$ cat src/rtl/hnmt_pkg.sv
`default_nettype none
// ----------------------------------------------------------------------------
// hnmt_pkg
// Shared constants, codes and types of the hashed node mirror table.
// ----------------------------------------------------------------------------
package hnmt_pkg;

   localparam int MAX_NODES = 1024;
   localparam int BUCKETS   = 2048;
   localparam int SLOT_W    = $clog2(MAX_NODES);
   localparam int FL_W      = $clog2(MAX_NODES + 1);
   localparam int CNT_W     = $clog2(MAX_NODES + 1);
   localparam int BKT_W     = $clog2(BUCKETS);

   localparam logic [31:0] HASH_MUL = 32'h045d_9f3b;
   localparam logic [31:0] NONE_ID  = 32'hFFFF_FFFF;

   localparam logic [1:0] ACT_ADD    = 2'd0;
   localparam logic [1:0] ACT_REMOVE = 2'd1;
   localparam logic [1:0] ACT_MOVE   = 2'd2;
   localparam logic [1:0] ACT_READ   = 2'd3;

   localparam logic [1:0] STS_DONE     = 2'd0;
   localparam logic [1:0] STS_DROP     = 2'd1;
   localparam logic [1:0] STS_UNKNOWN  = 2'd2;
   localparam logic [1:0] STS_MOVE_ADD = 2'd3;

   typedef enum logic {
      LM_FIND,
      LM_EMPTY
   } lmode_type;

   typedef struct packed {
      logic              valid;
      logic [31:0]       key;
      logic [SLOT_W-1:0] slot;
   } bucket_type;

   typedef struct packed {
      logic [31:0] id;
      logic [31:0] parent;
      logic [31:0] prev;
      logic [31:0] next;
      logic [31:0] head;
      logic        group;
   } rec_type;

   typedef enum logic [5:0] {
      S_CLEAR, S_IDLE,
      S_LHASH, S_LHOME, S_LPROBE,
      S_ADD0, S_ADD1,
      S_PAT0, S_PAT1, S_PAT2, S_PAT3, S_PAT4, S_PAT5,
      S_REM0, S_REM1, S_REM2, S_REM3, S_REM3W, S_REM4, S_REM5, S_REM5W,
      S_REM6, S_REM7, S_REM8, S_UCLR, S_UCHK, S_UCMP, S_REM9,
      S_MOV0, S_MOV1, S_MOV2, S_MOV3, S_MOV4, S_MOV5, S_MOV6, S_MOV7,
      S_MOV8, S_MOV9, S_MOV10,
      S_RD0, S_RD1, S_DONE
   } state_type;

endpackage
`default_nettype wire

$ cat src/rtl/hnmt_hash.sv
`default_nettype none
// ----------------------------------------------------------------------------
// hnmt_hash
// Home bucket of a key: fold, multiply (registered), fold again, mask.
// The home bucket appears in the cycle after the key.
// ----------------------------------------------------------------------------
module hnmt_hash import hnmt_pkg::*; (
   input  wire logic             clock,
   input  wire logic [31:0]      key,
   output logic      [BKT_W-1:0] home
);

   logic [31:0] mixed;
   logic [31:0] prod_in;
   logic [31:0] prod_ff;
   logic [31:0] fold;

   assign mixed   = key ^ (key >> 16);
   assign prod_in = 32'(mixed * HASH_MUL);

   always_ff @(posedge clock) begin
      prod_ff <= prod_in;
   end

   assign fold = prod_ff ^ (prod_ff >> 16);
   assign home = fold[BKT_W-1:0];

endmodule
`default_nettype wire

$ cat config.mk
export PLATFORM = sky130hd
export DESIGN_NAME = hnmt_hash
export DESIGN_NICKNAME = d
export VERILOG_FILES = /design/src/rtl/hnmt_pkg.sv /design/src/rtl/hnmt_hash.sv
export SDC_FILE = /design/constraint.sdc
export NUM_CORES = 1
export LEC_CHECK = 0
export ABC_AREA = 1
export BUFFER_PORTS_ARGS = -buffer_cell sky130_fd_sc_hd__buf_2
export CAP_MARGIN = 20
export CORE_MARGIN = 10
export CORE_UTILIZATION = 51
export CTS_BUF_LIST = sky130_fd_sc_hd__clkbuf_4 sky130_fd_sc_hd__clkbuf_8
export CTS_CLUSTER_DIAMETER = 30
export DETAILED_ROUTE_END_ITERATION = 16
export PLACE_DENSITY = 0.68
export SLEW_MARGIN = 20
export SYNTH_ARGS = -nofsm -noshare
export SYNTH_HDL_FRONTEND = slang
export SYNTH_SLANG_ARGS = --single-unit
$ cat constraint.sdc
create_clock -name clock -period 9.6 [get_ports clock]
set_input_delay 0.48 -clock clock [delete_from_list [all_inputs] [get_ports clock]]
set_output_delay 0.48 -clock clock [all_outputs]
set_load 0.01 [all_outputs]
==> results.toml <==
[run_status]
outcome = "finished clean"

[logic_synthesis]
yosys_warnings = 0
syn_area_per_cell_um2 = 8.52
netlist_area_um2 = 7960
netlist_instances = 935
synth_top_area_cell = "fa_1"
synth_edf_count = 0
ys_ff_latch = 22
synth.most_common_cell = "inv_1"
synth_fp_nets = 1253
synth_seq_area_share = 0.0553
synth_area_leaders = "fa_1 (37%), ha_1 (21%), inv_1 (16%), dfxtp_1 (5.5%), nand2_1 (5.1%)"
synth_flop_cell = "dfxtp_1"
yosys.area.top_type_share = 0.375
ys_types = 30
async_flop_share = 0
synth.top_cells.by_count = "inv_1 (346), fa_1 (149), ha_1 (136), nand2_1 (108), xor2_1 (40)"

[timing]
period_minus_slack_ps = 6620
layout_setup_ws_ps = 2980
worst_pin_slew_ps = 830
period_share = 0.689
tns_ps = 0
relSlewSlack = 0.442
hold_violations = 0
setup_viol_count_final = 0
maxSlewViolCount = 0
fmax_mhz = 151
rsz0062_at_grt = "false"

[cells_and_area]
multiInputGateArea_um2 = 6210
stdcell_count = 1197
nets = 1305
regMostFlops = "prod_ff"
drive_gt1_frac = 0.0629
reg.largest.list = "prod_ff x22"
diodes = 0
largest_reg_flops = 22
area_growth_pct = 7.29
final_core_util = 0.560
nFillCells = 1423
area.sequential_um2 = 440

[placement]
pre_cts_ws_ps = 2750
dp_cells = 1193
hpwl_um = 17800
io_buffers = 43
finalWeightedCongestion = 1.00

[global_route]
grt_pass1_vias = 6239
track_usage = 0.183
antenna_found_initial = 0
grt-ovfl-total = 0
grt_first_pass_wirelength_um = 31100
grt_max_degree = 14

[die]
dieArea_um2 = 21000
initial_core_util = 0.522
core_area_um2 = 15300
rows = 45
die_height_um = 145
num_io_pins = 44
dieWidth_um = 145

[critical_path]
cp_max_fo = 6
slowest_delay_ps = 600
path_buf_inv = 7
arrival_ps = 6800
path_class = "in2reg"
cp-end-kind = "register"
critPathLaunchType = "input port"
crit_family = "adder cells"
cp_common_cell = "inv_1"
cp.required_ps = 9780
slowest_stage = "xor2_1"

[clock_tree]
cts_buffers = 3
cts_tree = "done"
clock_sinks = 22
cts_hold_buf = 0
cts-resized-gates = 0
cts_setup_buffers = 0
cts.htree.levels = 1
root_buffer = "clkbuf_8"
clkTransAtPathRegs_ps = 70
clock_path_buffers = 2

[min_path]
min_path_type = "in2reg"

[route]
route.antenna.remaining_nets = 0
drt_iter0_drc = 235
drtPass1Iterations = 7
drcViolationCount = 0
vias = 5661
drt-vias-per-instance = 4.73
postRouteWirelength_um = 19000
wl_per_cell_um = 15.9

[run]
drv_cap = 0
per-layer routing:
layer  share of wire  GRT usage
met1            0.44      0.228
met2            0.49      0.324
met3           0.036     0.0124
met4           0.040     0.0684
met5               0          0
logic make-up after synthesis:
family / after synthesis / synth area share
buffers and inverters: 349 / 0.164
and+or+nand+nor: 174 / 0.0930
xor gates and xnor gates: 60 / 0.0660
AOI/OAI and AO/OA: 45 / 0.0330
adders and majority gates: 285 / 0.588
DFF: 22 / 0.0553
through the flow:
stage / cell area, um^2 / hold slack (ps)
after floorplan: 7960 / 862
after global placement: 8470 / 963
after detailed placement: 8470 / 966
after CTS: 8540 / 967
after global routing: 8540 / 984
final: 8540 / 1000
tightest hold or removal path, cell delays in order:
cell and delay, ps:
buf_2 120, xor2_1 170, xnor2_1 180, inv_1 110, ha_1 160
final timing paths:
kind / from / endpoint / slack [ps] / cells past startpoint
max: key[23] / prod_ff[25]$_DFF_P_ / 2980 / 25
min: key[2] / prod_ff[2]$_DFF_P_ / 1000 / 5
cell usage in the layout (no fill, tap or decap), drive strengths merged:
| cell type | instances |
|---|---|
| clkbuf | 3 |
| a21o | 4 |
| nand2 | 109 |
| fa | 149 |
| o21a | 2 |
| inv | 349 |
| o21bai | 3 |
| o211ai | 1 |
| nor2 | 25 |
| a31o | 1 |
| bufinv | 1 |
| o21ai | 10 |
| buf | 47 |
| xnor2 | 20 |
| or2 | 5 |
| nor4 | 4 |
| nand4 | 3 |
| a211oi | 1 |
| nand3 | 23 |
| ha | 136 |
| nand3b | 4 |
| nor3 | 1 |
| xor2 | 40 |
| dfxtp | 22 |
| a221oi | 1 |
| a21oi | 20 |
| a31oi | 2 |
final cells by class:
class,count,share of cell area
flip-flops and latches,22,0.0515
repair buffers,47,0.0287
inverters,349,0.153
clock buffers,3,0.00483
multi-input cells,564,0.727
clock inverters,1,0.00351
well taps,211,0.0309
Power is left out: the tool's default activity adds up to more than one toggle a clock period on the data nets, which glitch-free logic cannot reach.
